File: src/sv/fat12_table_checker_top_macros.svh
// Assertion macros for the FAT12 table checker.
`ifndef FAT12_TABLE_CHECKER_TOP_MACROS_SVH
`define FAT12_TABLE_CHECKER_TOP_MACROS_SVH

`ifndef SYNTH

// Same-cycle implication, checked on every rising clock edge out of reset.
`define FTC_ASSERT_IMP(lbl, ante, cons, msg) \
	lbl: assert property (@(posedge clk) disable iff (!arst_n) (ante) |-> (cons)) \
		else $error(msg);

// Next-cycle implication, checked on every rising clock edge out of reset.
`define FTC_ASSERT_NXT(lbl, ante, cons, msg) \
	lbl: assert property (@(posedge clk) disable iff (!arst_n) (ante) |=> (cons)) \
		else $error(msg);

`else

`define FTC_ASSERT_IMP(lbl, ante, cons, msg)
`define FTC_ASSERT_NXT(lbl, ante, cons, msg)

`endif

`endif

File: src/sv/fat12tc_pkg.sv
// Package with constants and the entry rule check of the FAT12 table checker.
package fat12tc_pkg;

	localparam int unsigned MAX_TABLE_SECTORS = 12;
	localparam int unsigned SECTOR_BYTES      = 512;
	localparam int unsigned TABLE_BYTES       = MAX_TABLE_SECTORS * SECTOR_BYTES;

	localparam logic [12:0] TABLE_BYTES_C = 13'(TABLE_BYTES);

	localparam logic [11:0] ENTRY0_BASE   = 12'hF00;
	localparam logic [11:0] CHAIN_END_MIN = 12'hFF8;
	localparam logic [11:0] BAD_CLUSTER   = 12'hFF7;

	localparam logic [7:0]  MEDIA_RESET   = 8'hF0;
	localparam logic [11:0] CLUSTER_RESET = 12'd2652;

	// Configuration register indexes.
	localparam logic REG_MEDIA_BYTE    = 1'b0;
	localparam logic REG_CLUSTER_COUNT = 1'b1;

	// Phase of a byte within its three-byte group.
	localparam logic [1:0] PH_FIRST  = 2'd0;
	localparam logic [1:0] PH_MIDDLE = 2'd1;
	localparam logic [1:0] PH_LAST   = 2'd2;

	typedef struct packed {
		logic length_error;
		logic secondary_invalid;
		logic primary_invalid;
		logic mirror_mismatch;
	} flags_t;

	// True if a 12-bit entry at the given index obeys the table rules.
	function automatic logic entry_ok(input logic [11:0] index, input logic [11:0] value,
			input logic [7:0] media, input logic [11:0] clusters);
		logic [12:0] last_idx;
		logic        ok;
		last_idx = {1'b0, clusters} + 13'd1;
		if (index == 12'd0) begin
			ok = (value == (ENTRY0_BASE | {4'd0, media}));
		end else if (index == 12'd1) begin
			ok = (value >= CHAIN_END_MIN);
		end else if ({1'b0, index} > last_idx) begin
			ok = 1'b1;
		end else begin
			ok = (value == 12'd0) ||
				((value >= 12'd2) && ({1'b0, value} <= last_idx)) ||
				(value == BAD_CLUSTER) || (value >= CHAIN_END_MIN);
		end
		return ok;
	endfunction

endpackage

File: src/sv/fat12_table_checker_top.sv
// Top level of the FAT12 table checker: unpacks and checks both table copies.
//
// Channel   Direction  Handshake                   Payload
// s_axis    in         s_axis_tvalid/tready        tdata: primary, mirror; tlast: last pair
// m_axis    out        m_axis_tvalid/tready        tdata: four result flags
// cfg       in         cfg_valid/cfg_ready         cfg_index, cfg_data
//
// One byte pair is taken per cycle while no last pair waits on a pending result;
// each pair passes through the input register, where its unpacking and entry checks
// run. The result of a table is loaded into the output register at the edge
// where its last pair leaves the input register.
// Reset loads the register defaults and clears the table state.
// A waiting result stalls only a following last pair; other pairs pass.
`include "fat12_table_checker_top_macros.svh"

module fat12_table_checker_top
	import fat12tc_pkg::*;
(
	input  logic        clk,
	input  logic        arst_n,
	input  logic        s_axis_tvalid,
	output logic        s_axis_tready,
	input  logic [15:0] s_axis_tdata,   // [7:0] primary_byte, [15:8] mirror_byte
	input  logic        s_axis_tlast,   // last_byte
	output logic        m_axis_tvalid,
	input  logic        m_axis_tready,
	output logic [7:0]  m_axis_tdata,   // [0] mirror_mismatch, [1] primary_invalid,
	                                    // [2] secondary_invalid, [3] length_error, [7:4] zero
	input  logic        cfg_valid,
	output logic        cfg_ready,
	input  logic        cfg_index,
	input  logic [11:0] cfg_data
);

	// Configuration registers.
	logic [7:0]  media_q;
	logic [11:0] clusters_q;

	// Input stage.
	logic        valid_s1;
	logic [7:0]  pbyte_s1;
	logic [7:0]  mbyte_s1;
	logic        last_s1;

	// Table state.
	logic [12:0] pos_q;
	logic [1:0]  phase_q;
	logic [11:0] grp_q;
	logic [7:0]  held_p_q;
	logic [7:0]  held_m_q;
	logic        mismatch_q;
	logic        pbad_q;
	logic        mbad_q;
	logic        overrun_q;

	// Output register.
	logic        out_valid_q;
	flags_t      flags_q;

	// Next-state signals.
	logic        fire_s1;
	logic        overrun;
	logic [11:0] idx;
	logic [11:0] pval;
	logic [11:0] mval;
	logic        check;
	logic [12:0] pos_n;
	logic [1:0]  phase_n;
	logic [11:0] grp_n;
	logic        mismatch_n;
	logic        pbad_n;
	logic        mbad_n;
	logic        overrun_n;
	logic [12:0] entries_n;
	logic        short_n;
	flags_t      flags_n;

	assign cfg_ready     = 1'b1;
	assign m_axis_tvalid = out_valid_q;
	assign m_axis_tdata  = {4'd0, flags_q};

	// A last pair waits only while a previous result is still pending.
	assign fire_s1       = valid_s1 && !(last_s1 && out_valid_q && !m_axis_tready);
	assign s_axis_tready = !valid_s1 || fire_s1;

	// Configuration writes.
	always_ff @(posedge clk or negedge arst_n) begin
		if (!arst_n) begin
			media_q    <= MEDIA_RESET;
			clusters_q <= CLUSTER_RESET;
		end else if (cfg_valid && cfg_ready) begin
			case (cfg_index)
				REG_MEDIA_BYTE:    media_q    <= cfg_data[7:0];
				REG_CLUSTER_COUNT: clusters_q <= cfg_data;
				default:           media_q    <= media_q;
			endcase
		end
	end

	// Input register.
	always_ff @(posedge clk or negedge arst_n) begin
		if (!arst_n) begin
			valid_s1 <= 1'b0;
		end else if (s_axis_tready) begin
			valid_s1 <= s_axis_tvalid;
		end
	end

	always_ff @(posedge clk) begin
		if (s_axis_tready && s_axis_tvalid) begin
			pbyte_s1 <= s_axis_tdata[7:0];
			mbyte_s1 <= s_axis_tdata[15:8];
			last_s1  <= s_axis_tlast;
		end
	end

	// Unpacking and entry checks for the pair in the input register.
	always_comb begin
		overrun = (pos_q >= TABLE_BYTES_C);
		idx     = {grp_q[10:0], phase_q == PH_LAST};
		if (phase_q == PH_MIDDLE) begin
			pval = {pbyte_s1[3:0], held_p_q};
			mval = {mbyte_s1[3:0], held_m_q};
		end else begin
			pval = {pbyte_s1, held_p_q[7:4]};
			mval = {mbyte_s1, held_m_q[7:4]};
		end
		check      = !overrun && (phase_q != PH_FIRST);
		pos_n      = pos_q;
		phase_n    = phase_q;
		grp_n      = grp_q;
		mismatch_n = mismatch_q;
		pbad_n     = pbad_q;
		mbad_n     = mbad_q;
		overrun_n  = overrun_q;
		if (overrun) begin
			overrun_n = 1'b1;
		end else begin
			mismatch_n = mismatch_q || (pbyte_s1 != mbyte_s1);
			pos_n      = pos_q + 13'd1;
			if (phase_q == PH_LAST) begin
				phase_n = PH_FIRST;
				grp_n   = grp_q + 12'd1;
			end else begin
				phase_n = phase_q + 2'd1;
			end
		end
		if (check && !entry_ok(idx, pval, media_q, clusters_q)) begin
			pbad_n = 1'b1;
		end
		if (check && !entry_ok(idx, mval, media_q, clusters_q)) begin
			mbad_n = 1'b1;
		end
		// Completed entries: two per group plus one when two bytes of a group are in.
		entries_n = {grp_n, phase_n == PH_LAST};
		short_n   = (entries_n < ({1'b0, clusters_q} + 13'd2));
		flags_n.mirror_mismatch   = mismatch_n;
		flags_n.primary_invalid   = pbad_n || short_n;
		flags_n.secondary_invalid = mbad_n || short_n;
		flags_n.length_error      = overrun_n;
	end

	// Table state update; cleared after the last pair.
	always_ff @(posedge clk or negedge arst_n) begin
		if (!arst_n) begin
			pos_q      <= '0;
			phase_q    <= PH_FIRST;
			grp_q      <= '0;
			held_p_q   <= '0;
			held_m_q   <= '0;
			mismatch_q <= 1'b0;
			pbad_q     <= 1'b0;
			mbad_q     <= 1'b0;
			overrun_q  <= 1'b0;
		end else if (fire_s1) begin
			if (last_s1) begin
				pos_q      <= '0;
				phase_q    <= PH_FIRST;
				grp_q      <= '0;
				held_p_q   <= '0;
				held_m_q   <= '0;
				mismatch_q <= 1'b0;
				pbad_q     <= 1'b0;
				mbad_q     <= 1'b0;
				overrun_q  <= 1'b0;
			end else begin
				pos_q      <= pos_n;
				phase_q    <= phase_n;
				grp_q      <= grp_n;
				mismatch_q <= mismatch_n;
				pbad_q     <= pbad_n;
				mbad_q     <= mbad_n;
				overrun_q  <= overrun_n;
				if (!overrun) begin
					held_p_q <= (phase_q == PH_LAST) ? 8'd0 : pbyte_s1;
					held_m_q <= (phase_q == PH_LAST) ? 8'd0 : mbyte_s1;
				end
			end
		end
	end

	// Output register.
	always_ff @(posedge clk or negedge arst_n) begin
		if (!arst_n) begin
			out_valid_q <= 1'b0;
		end else if (fire_s1 && last_s1) begin
			out_valid_q <= 1'b1;
		end else if (m_axis_tready) begin
			out_valid_q <= 1'b0;
		end
	end

	always_ff @(posedge clk) begin
		if (fire_s1 && last_s1) begin
			flags_q <= flags_n;
		end
	end

	// Checks on the table state and the result path.
	`FTC_ASSERT_IMP(a_pos_bound, 1'b1, pos_q <= TABLE_BYTES_C, "byte position past table maximum")
	`FTC_ASSERT_IMP(a_phase_legal, 1'b1, phase_q != 2'd3, "group phase out of range")
	`FTC_ASSERT_NXT(a_result_after_last, fire_s1 && last_s1, m_axis_tvalid,
		"no result after last pair")
	`FTC_ASSERT_NXT(a_clear_after_last, fire_s1 && last_s1, pos_q == 13'd0 && !overrun_q,
		"table state not cleared after last pair")

endmodule

File: config.mk
export PLATFORM = sky130hd
export DESIGN_NAME = fat12_table_checker_top
export DESIGN_NICKNAME = d
export VERILOG_FILES = /design/src/sv/fat12tc_pkg.sv /design/src/sv/fat12_table_checker_top.sv
export VERILOG_INCLUDE_DIRS = /design/src /design/src/sv
export SDC_FILE = /design/constraint.sdc
export NUM_CORES = 1
export LEC_CHECK = 0
export ABC_CLOCK_PERIOD_IN_PS = 4700
export BUFFER_PORTS_ARGS = -buffer_cell sky130_fd_sc_hd__buf_2
export CELL_PAD_IN_SITES_DETAIL_PLACEMENT = 1
export CELL_PAD_IN_SITES_GLOBAL_PLACEMENT = 1
export CORE_AREA = 2 2 133 135
export CTS_BUF_LIST = sky130_fd_sc_hd__clkbuf_8
export CTS_CLUSTER_DIAMETER = 150
export DETAILED_ROUTE_END_ITERATION = 6
export DIE_AREA = 0 0 135 137
export HOLD_SLACK_MARGIN = 0.06
export PLACE_DENSITY = 0.63
export SYNTH_ARGS = -nofsm -noshare
export SYNTH_HDL_FRONTEND = slang
export SYNTH_SLANG_ARGS = --single-unit
File: constraint.sdc
create_clock -name clk -period 4.7 [get_ports clk]
set_clock_uncertainty 0.2 [all_clocks]
set_input_delay 0.94 -clock clk [delete_from_list [all_inputs] [get_ports clk]]
set_output_delay 0.94 -clock clk [all_outputs]
set_load 0.005 [all_outputs]
==> summary.txt, run 1 <==
Run status
  – Status: completed

Place
  – Port bufs: 40
  – Pre-CTS setup slack: 0.567 ns
  – RePlAce Congestion: 0.893
  – Detailed Place HPWL: 14800 um

Global route
  – GR Util All Layers: 21.2%
  – Vias in the first global route: 5443
  – Gr ovfl total: 0
  – Initial antenna violation count: 0
  – Largest net degree at the start of global routing: 43
  – First-pass GRT wire length: 30200 um

Synthesis
  – Xor and xnor area share after synthesis: 9.04%
  – Sequential share of the synthesized area: 37.0%
  – Distinct cells, synth: 72
  – Top-area cell type share of the netlist area: 23.0%
  – Compound-cell area share of the yosys netlist: 13.5%
  – Synth warn: 0
  – Most used flip-flop cell after synthesis: dfrtp_1
  – Largest family of logic cells by synthesized area: simple AND/OR/NAND/NOR gates
  – Post-synthesis mux area share: 6.79%
  – Number of flops mapped to enable cells by yosys: 21
  – Top cells by area, synth: dfrtp_1 23%, edfxtp_1 9.8%, ha_1 9.2%
  – Post-synthesis simple-gate area fraction: 19.9%
  – Area leader, netlist: dfrtp_1
  – Post-synthesis adder-cell area fraction: 9.17%
  – Syn Std Cell Area: 6410 um2
  – Mapped Cells: 684
  – Ys async rst share: 76.7%
  – Yosys reg bits: 90
  – Mapped Avg Cell Area: 9.37 um2

Worst setup path
  – CP Launch Type: register
  – CP Max Fanout: 6
  – Crit path DAT: 4.13 ns
  – CP Data Required Time: 4.62 ns
  – Critical path class: register to register
  – FF-to-FF setup slack: 0.49 ns
  – Critical Path End Type: register

Flow run
  – Max-cap violation count: 0

CTS
  – CTS tree: built
  – TritonCTS buffer count: 9
  – CTS H-Tree Depth: 3
  – Clock-pin slew on the worst setup and hold paths: 0.11 ns
  – Longest Clk Path Bufs: 2
  – Setup Fix Bufs, Post-CTS: 0
  – Clock Sinks: 90
  – # hold bufs at CTS: 0
  – Post_cts resized: 0
  – Root Buffer: clkbuf_8
  – Clk_lat worst skew: 0.38 ns

Final layout
  – ANT cells: 0
  – Net count, final: 786
  – Area Overhead vs Synth: 8.96%
  – Fraction of layout cells with a size suffix above 1: 16.1%
  – Most common cell after layout, fill and taps aside: nand2_1
  – Most frequent cells in the layout: 82 x nand2_1, 59 x dfrtp_1, 47 x ha_1

Timing
  – Worst slew pin tran: 0.799 ns
  – Max-Slew Margin vs Limit: 46.5%
  – F_max: 0.237 GHz
  – Setup ws final: 0.489 ns
  – Tmin final: 4.21 ns
  – Crit share post-route: 89.6%
  – Setup violators final: 0
  – Final Max Slew Viols: 0
  – Setup_tns: 0 ns
  – RSZ-0062 raised after global routing: false
  – Final hold vios: 0

Routing
  – DR iter-0 viols: 211
  – DRC viols: 0
  – Via density: 5.63
  – Post-DR wirelength/cell: 20.1 um
  – DR pass1 iterations: 4
  – Via count: 5257
  – Final wirelength: 18800 um
  – Detail Route Antenna Nets: 0

Die
  – Row cnt: 48
  – Die X: 135 um
  – Die footprint: 18500 um2
  – Core box area: 17100 um2
  – Starting Density: 37.6%
  – # IOs: 46
  – Die Y: 137 um

Min path
  – HP Class: register to register

Power and ir drop
  – Leak: 0.00295 uW
  – PD cells: 337 nW/um2
  – Worst VDD drop: 158 uV
## synthesized netlist by cell type (all sizes together), types with 2 or more instances
master	number
ha	47
a21o	5
dfstp	10
buf	19
and4	3
nor2b	7
and3	6
nand4	23
o221ai	2
mux2i	12
a21boi	3
o211ai	3
o21a	5
xor2	20
nor2	39
nand4b	2
edfxtp	21
a221oi	2
mux2	28
nor3	14
nand3	29
a21oi	24
or3	10
o41ai	3
and2	6
xnor3	2
nor4	11
a211oi	4
clkbuf	26
o31ai	3
a31o	2
or4	6
o21ai	25
conb	2
nand3b	2
o2111ai	3
inv	20
xnor2	41
a22o	23
a31oi	5
nand2	82
nand2b	7
dfrtp	59
## worst max-delay path: stages (launching register included)
cell	delay (ns)
dfstp_2	0.58
ha_1	0.22
and3_1	0.23
nand2_1	0.07
nor2_1	0.20
and4_1	0.26
nand2_1	0.07
xor2_1	0.28
ha_1	0.35
and4_1	0.20
o32a_1	0.15
a211oi_1	0.27
nor3b_1	0.14
a21boi_0	0.27
a21boi_1	0.21
o31ai_1	0.10
nand2b_1	0.15
## metrics by stage
step / util, % / std cells / power, uW / area [um2] / hold WS (ns)
2_1_floorplan: - / 687 / 1540 / 6420 / 0.254
3_3_place_gp: 39.7 / 918 / 1760 / 6780 / 0.272
3_5_place_dp: 39.7 / 918 / 1790 / 6780 / 0.286
4_1_cts: 41.0 / 934 / 2380 / 6990 / 0.308
5_1_grt: 41.0 / 934 / 2510 / 6990 / 0.357
6_report: 41.0 / 934 / 2360 / 6990 / 0.298
## per-layer routing
metal | global-route usage [%] | vias to the layer above | wire length (um)
li1 | - | 2515 | -
met1 | 27.1 | 2638 | 8470
met2 | 36.2 | 78 | 9330
met3 | 3.48 | 26 | 461
met4 | 7.52 | 0 | 550
met5 | 0 | - | 0
## sequential cells by signal (all words and copies together) (netlist names), 2 cells and up
register,flops
phase_q,2
pos_q,13
held_m_q,8
clusters_q,12
m_axis_tdata,4
grp_q,12
held_p_q,8
media_q,8
mbyte_s1,8
pbyte_s1,8
## cell type report
class / instances / area [um2]
inverter: 20 / 75.1
fill: 2013 / 10100
tap: 225 / 282
multi-input combinational: 532 / 3770
timing repair buffer: 51 / 283
sequential: 90 / 2370
clock inverter: 7 / 85.1
clock buffer: 9 / 124
## power breakdown
group	internal, uW	switching (uW)
sequential	883	130
combinational	328	437
clock	257	322
## final timing paths
path                               startpoint              end  cells past startpoint
min in group asynchronous              arst_n    clusters_q[5]                      1
worst min-delay path                overrun_q        overrun_q                      2
worst max-delay path            clusters_q[2]  m_axis_tdata[2]                     16
worst max register to register  clusters_q[2]  m_axis_tdata[2]                     16
worst min register to register      overrun_q        overrun_q                      2
max in group asynchronous              arst_n      held_m_q[6]                      2
## kinds of logic (layout without fill, tap and decap cells)
family	after synthesis	after routing
AOI/OAI and AO/OA	124	124
xor gates and xnor gates	63	63
DFF	90	90
buffers and inverters	65	87
other	2	5
adders and majority gates	47	47
and+or+nand+nor	253	253
muxes	40	40
No activity file was read; power rests on OpenSTA's default activity.
==> run 2: changes to the inputs <==
--- a/config.mk
+++ b/config.mk
@@ -8,15 +8,13 @@
 export LEC_CHECK = 0
 export ABC_CLOCK_PERIOD_IN_PS = 4700
 export BUFFER_PORTS_ARGS = -buffer_cell sky130_fd_sc_hd__buf_2
-export CELL_PAD_IN_SITES_DETAIL_PLACEMENT = 1
-export CELL_PAD_IN_SITES_GLOBAL_PLACEMENT = 1
 export CORE_AREA = 2 2 133 135
 export CTS_BUF_LIST = sky130_fd_sc_hd__clkbuf_8
 export CTS_CLUSTER_DIAMETER = 150
 export DETAILED_ROUTE_END_ITERATION = 6
 export DIE_AREA = 0 0 135 137
 export HOLD_SLACK_MARGIN = 0.06
-export PLACE_DENSITY = 0.63
+export PLACE_DENSITY_LB_ADDON = 0.15
 export SYNTH_ARGS = -nofsm -noshare
 export SYNTH_HDL_FRONTEND = slang
 export SYNTH_SLANG_ARGS = --single-unit
==> summary.txt, run 2 (synthesized netlist as in run 1, its figures left out) <==
Final layout
  – Area Overhead vs Synth: 8.68%
  – Most frequent cells in the layout: 82 x nand2_1, 59 x dfrtp_1, 47 x ha_1
  – Final cell count without fillers: 933
  – Fraction of layout cells with a size suffix above 1: 15.8%
  – Most common cell after layout, fill and taps aside: nand2_1
  – Finished layout cell area: 6970 um2
  – ANT cells: 0
  – Largest Register: pos_q
  – Net count, final: 785
  – Largest register FFs: 13
  – Largest regs: pos_q: 13 flops, clusters_q: 12 flops, grp_q: 12 flops

Power and ir drop
  – P_int: 1460 uW
  – Switching power total: 856 uW
  – Total power: 2310 uW
  – Worst VDD drop: 142 uV
  – Comb pwr share: 32.3%
  – Share of power burned in registers: 43.6%
  – Leak: 0.00295 uW
  – PD cells: 332 nW/um2
  – Switching share of total power: 37.0%
  – Clock network power share: 24.1%

Global route
  – GR Util All Layers: 19.7%
  – Largest net degree at the start of global routing: 70
  – First-pass GRT wire length: 28000 um
  – Gr ovfl total: 0
  – Initial antenna violation count: 0
  – Vias in the first global route: 5019

Worst setup path
  – Critical path, cell by cell: ha_1 > and3_1 > nand2_1 > nor2_1 > and4_1 > nand2_1 > xor2_1 > ha_1 > and4_1 > o32a_1 > a211oi_1 > nor3b_1 > a21boi_0 > a21boi_1 > o31ai_1 > nand2b_1
  – CP Launch Type: register
  – Crit path DAT: 4.13 ns
  – Crit path launch: clusters_q[2]
  – Critical Path End Type: register
  – CP peak stage delay: 0.58 ns
  – CP max-delay cell: dfstp_2
  – Critical path class: register to register
  – Worst r2r src: clusters_q[2]
  – CP Max Fanout: 6
  – CP Data Required Time: 4.64 ns

Routing
  – Post-DR wirelength/cell: 18.4 um
  – Via density: 5.52
  – DR iter-0 viols: 233
  – DRC viols: 0
  – DR pass1 iterations: 4
  – Final wirelength: 17200 um
  – Detail Route Antenna Nets: 0
  – Via count: 5151

CTS
  – CTS H-Tree Depth: 3
  – Clock Sinks: 90
  – TritonCTS buffer count: 9
  – # hold bufs at CTS: 0
  – Setup Fix Bufs, Post-CTS: 0
  – Clock-pin slew on the worst setup and hold paths: 0.10 ns
  – Post_cts resized: 0
  – Longest Clk Path Bufs: 2
  – CTS tree: built
  – Root Buffer: clkbuf_8
  – Clk_lat worst skew: 0.40 ns

Timing
  – Final hold vios: 0
  – RSZ-0062 raised after global routing: false
  – Worst slew pin tran: 0.958 ns
  – F_max: 0.239 GHz
  – Setup violators final: 0
  – Crit share post-route: 89.0%
  – Setup ws final: 0.515 ns
  – Max-Slew Margin vs Limit: 35.8%
  – Tmin final: 4.18 ns
  – Setup_tns: 0 ns
  – Final Max Slew Viols: 0

Die
  – Row cnt: 48
  – # IOs: 46
  – Die footprint: 18500 um2
  – Core box area: 17100 um2
  – Starting Density: 37.6%
  – Die X: 135 um
  – Die Y: 137 um

Place
  – RePlAce Congestion: 0.927
  – Pre-CTS setup slack: 0.541 ns
  – Port bufs: 40
  – Cells after DPL: 917
  – Detailed Place HPWL: 13200 um
  – Placed instance area: 6770 um2

Min path
  – HP Start: overrun_q
  – HP Class: register to register

Flow run
  – Max-cap violation count: 0

Run status
  – Status: completed
-- run 2: changes by cell type in the layout (fill, tap and decap cells not counted), sizes merged --
cell and delta:
buf -1, clkinv +1, clkinvlp -1
-- run 2: per-layer routing --
layer  up-vias  GRT usage (%)  share of wire, %
li1       2516              -                 -
met1      2523           26.1                47
met2        96           33.8                49
met3        16           3.15               2.9
met4         0           5.15               1.4
met5         -              0                 0
-- run 2: layout make-up --
| type | instances | area, um2 |
|---|---|---|
| fillers | 1697 | 10100 |
| multi-input cells | 532 | 3770 |
| flip-flops and latches | 90 | 2370 |
| well taps | 225 | 282 |
| repair buffers | 50 | 275 |
| clock buffers | 9 | 124 |
| clock inverters | 7 | 75.1 |
| inverters | 20 | 75.1 |
-- run 2: worst paths after layout --
path,slack (ns),cells past startpoint,endpoint
min reg2reg,0.33,2,overrun_q
min in group asynchronous,0.53,2,media_q[3]
max reg2reg,0.52,16,m_axis_tdata[2]
max,0.52,16,m_axis_tdata[2]
min,0.33,2,overrun_q
max in group asynchronous,3.16,2,grp_q[6]
-- run 2: power groups by stage --
stage | Combinational [uW] | Sequential, uW | Clock (uW)
2_1_floorplan | 587 | 951 | 0
3_3_place_gp | 728 | 1020 | 0
3_5_place_dp | 738 | 1020 | 0
4_1_cts | 746 | 1010 | 582
5_1_grt | 837 | 1020 | 618
6_report | 747 | 1010 | 558
-- run 2: worst max-delay path: cells and delay by family (launching register included) --
family / cells / cell delay, ns
AND/OR/NAND/NOR: 8 / 1.27
AO/OA/AOI/OAI: 5 / 0.99
adder cells (fa/ha/maj): 2 / 0.59
flip-flops: 1 / 0.58
XOR/XNOR: 1 / 0.31
-- run 2: stage by stage --
stage               utilization [%]  hold WS [ns]
global placement               39.7         0.273
detailed placement             39.7         0.307
finish                         40.9         0.327
CTS                            40.9         0.331
floorplan                         -         0.254
global route                   40.9         0.345
==> run 3: changes to the inputs <==
--- a/config.mk
+++ b/config.mk
@@ -9,7 +9,7 @@
 export ABC_CLOCK_PERIOD_IN_PS = 4700
 export BUFFER_PORTS_ARGS = -buffer_cell sky130_fd_sc_hd__buf_2
 export CORE_AREA = 2 2 133 135
-export CTS_BUF_LIST = sky130_fd_sc_hd__clkbuf_8
+export CTS_BUF_LIST = sky130_fd_sc_hd__clkbuf_4
 export CTS_CLUSTER_DIAMETER = 150
 export DETAILED_ROUTE_END_ITERATION = 6
 export DIE_AREA = 0 0 135 137
==> summary.txt, run 3 (synthesized netlist as in run 1, its figures left out) <==
CTS
  – Setup Fix Bufs, Post-CTS: 0
  – Post_cts resized: 0
  – Clk_lat worst skew: 0.48 ns
  – Clock Sinks: 90
  – Clock-pin slew on the worst setup and hold paths: 0.16 ns
  – Longest Clk Path Bufs: 2
  – # hold bufs at CTS: 0
  – CTS tree: built
  – CTS H-Tree Depth: 3
  – Root Buffer: clkbuf_4
  – TritonCTS buffer count: 9

Global route
  – Largest net degree at the start of global routing: 70
  – Gr ovfl total: 0
  – First-pass GRT wire length: 27900 um
  – GR Util All Layers: 19.6%
  – Vias in the first global route: 5009
  – Initial antenna violation count: 1

Power and ir drop
  – Leak: 0.00292 uW
  – Switching share of total power: 37.8%
  – PD cells: 321 nW/um2
  – P_int: 1380 uW
  – Worst VDD drop: 140 uV
  – Share of power burned in registers: 45.3%
  – Switching power total: 842 uW
  – Clock network power share: 21.1%
  – Comb pwr share: 33.6%

Routing
  – Post-DR wirelength/cell: 18.4 um
  – DR pass1 iterations: 5
  – DRC viols: 0
  – Via density: 5.54
  – Detail Route Antenna Nets: 0
  – Via count: 5179
  – DR iter-0 viols: 319
  – Final wirelength: 17200 um

Worst setup path
  – CP Data Required Time: 4.74 ns
  – Critical path class: register to register
  – Critical Path End Type: register
  – CP Max Fanout: 6
  – CP Launch Type: register
  – Crit path DAT: 4.22 ns

Flow run
  – Max-cap violation count: 0

Timing
  – Setup ws final: 0.521 ns
  – Tmin final: 4.18 ns
  – F_max: 0.239 GHz
  – RSZ-0062 raised after global routing: false
  – Final hold vios: 0
  – WHS: 0.341 ns
  – Setup_tns: 0 ns
  – Worst slew pin tran: 0.955 ns
  – Final Max Slew Viols: 0
  – Setup violators final: 0
  – Max-Slew Margin vs Limit: 36.0%
  – Crit share post-route: 88.9%

Final layout
  – Fraction of layout cells with a size suffix above 1: 16.0%
  – Most frequent cells in the layout: 82 x nand2_1, 59 x dfrtp_1, 47 x ha_1
  – Finished layout cell area: 6920 um2
  – Largest Register: pos_q
  – Core Util, Final: 40.6%
  – Most common cell after layout, fill and taps aside: nand2_1
  – Largest regs: pos_q: 13 flops, clusters_q: 12 flops, grp_q: 12 flops
  – Largest register FFs: 13
  – Area Overhead vs Synth: 7.90%
  – Net count, final: 785

Die
  – Core box area: 17100 um2
  – Row cnt: 48
  – Die X: 135 um
  – Die footprint: 18500 um2
  – # IOs: 46
  – Die Y: 137 um
  – Starting Density: 37.6%

Place
  – Pre-CTS setup slack: 0.541 ns
  – Detailed Place HPWL: 13200 um
  – Placed instance area: 6770 um2
  – RePlAce Congestion: 0.927
  – Port bufs: 40

Min path
  – HP Class: register to register

Run status
  – Status: completed
run 3: cell types whose count changed in the layout (fill, tap and decap cells not counted), sizes merged:
cell and delta:
clkbuf +1, diode +1, inv -1
run 3: power groups by stage:
stage	registers, uW	clock network [uW]	logic [uW]
2_1_floorplan	951	0	587
3_3_place_gp	1020	0	728
3_5_place_dp	1020	0	738
4_1_cts	1010	489	746
5_1_grt	1020	525	837
6_report	1010	469	747
run 3: through the flow:
stage	power [uW]	instances
after floorplan	1540	687
after global placement	1750	917
after detailed placement	1760	917
after CTS	2240	933
after global routing	2390	934
final	2220	934
run 3: layout make-up:
cell class                 count  area [um2]
clock inverter                 6        71.3
tap                          225         282
timing repair buffer          50         275
sequential                    90        2370
inverter                      20        75.1
antenna                        1        2.50
fill                        1697       10100
clock buffer                  10        75.1
multi-input combinational    532        3770
run 3: worst max-delay path: stages (launching register included):
cell      delay [ns]
dfstp_2         0.60
ha_1            0.22
and3_1          0.23
nand2_1         0.07
nor2_1          0.17
and4_1          0.26
nand2_1         0.08
xor2_1          0.30
ha_1            0.36
and4_1          0.21
o32a_1          0.15
a211oi_1        0.29
nor3b_1         0.13
a21boi_0        0.23
a21boi_1        0.21
o31ai_1         0.11
nand2b_1        0.14
run 3: path summary, 6_finish.rpt:
check / slack (ns) / to / start / cells past startpoint
setup / recovery: 0.52 / m_axis_tdata[2] / clusters_q[2] / 16
hold / removal: 0.34 / overrun_q / overrun_q / 2
setup reg to reg: 0.52 / m_axis_tdata[2] / clusters_q[2] / 16
hold reg to reg: 0.34 / overrun_q / overrun_q / 2
max in group asynchronous: 3.25 / grp_q[1] / arst_n / 2
min in group asynchronous: 0.43 / media_q[3] / arst_n / 2
run 3: layer usage:
layer | wire length [um] | GRT usage, % | vias up
met5 | 0 | 0 | -
met4 | 255 | 4.92 | 0
met3 | 668 | 3.07 | 17
met2 | 8430 | 33.6 | 120
met1 | 7840 | 25.9 | 2520
li1 | - | - | 2522
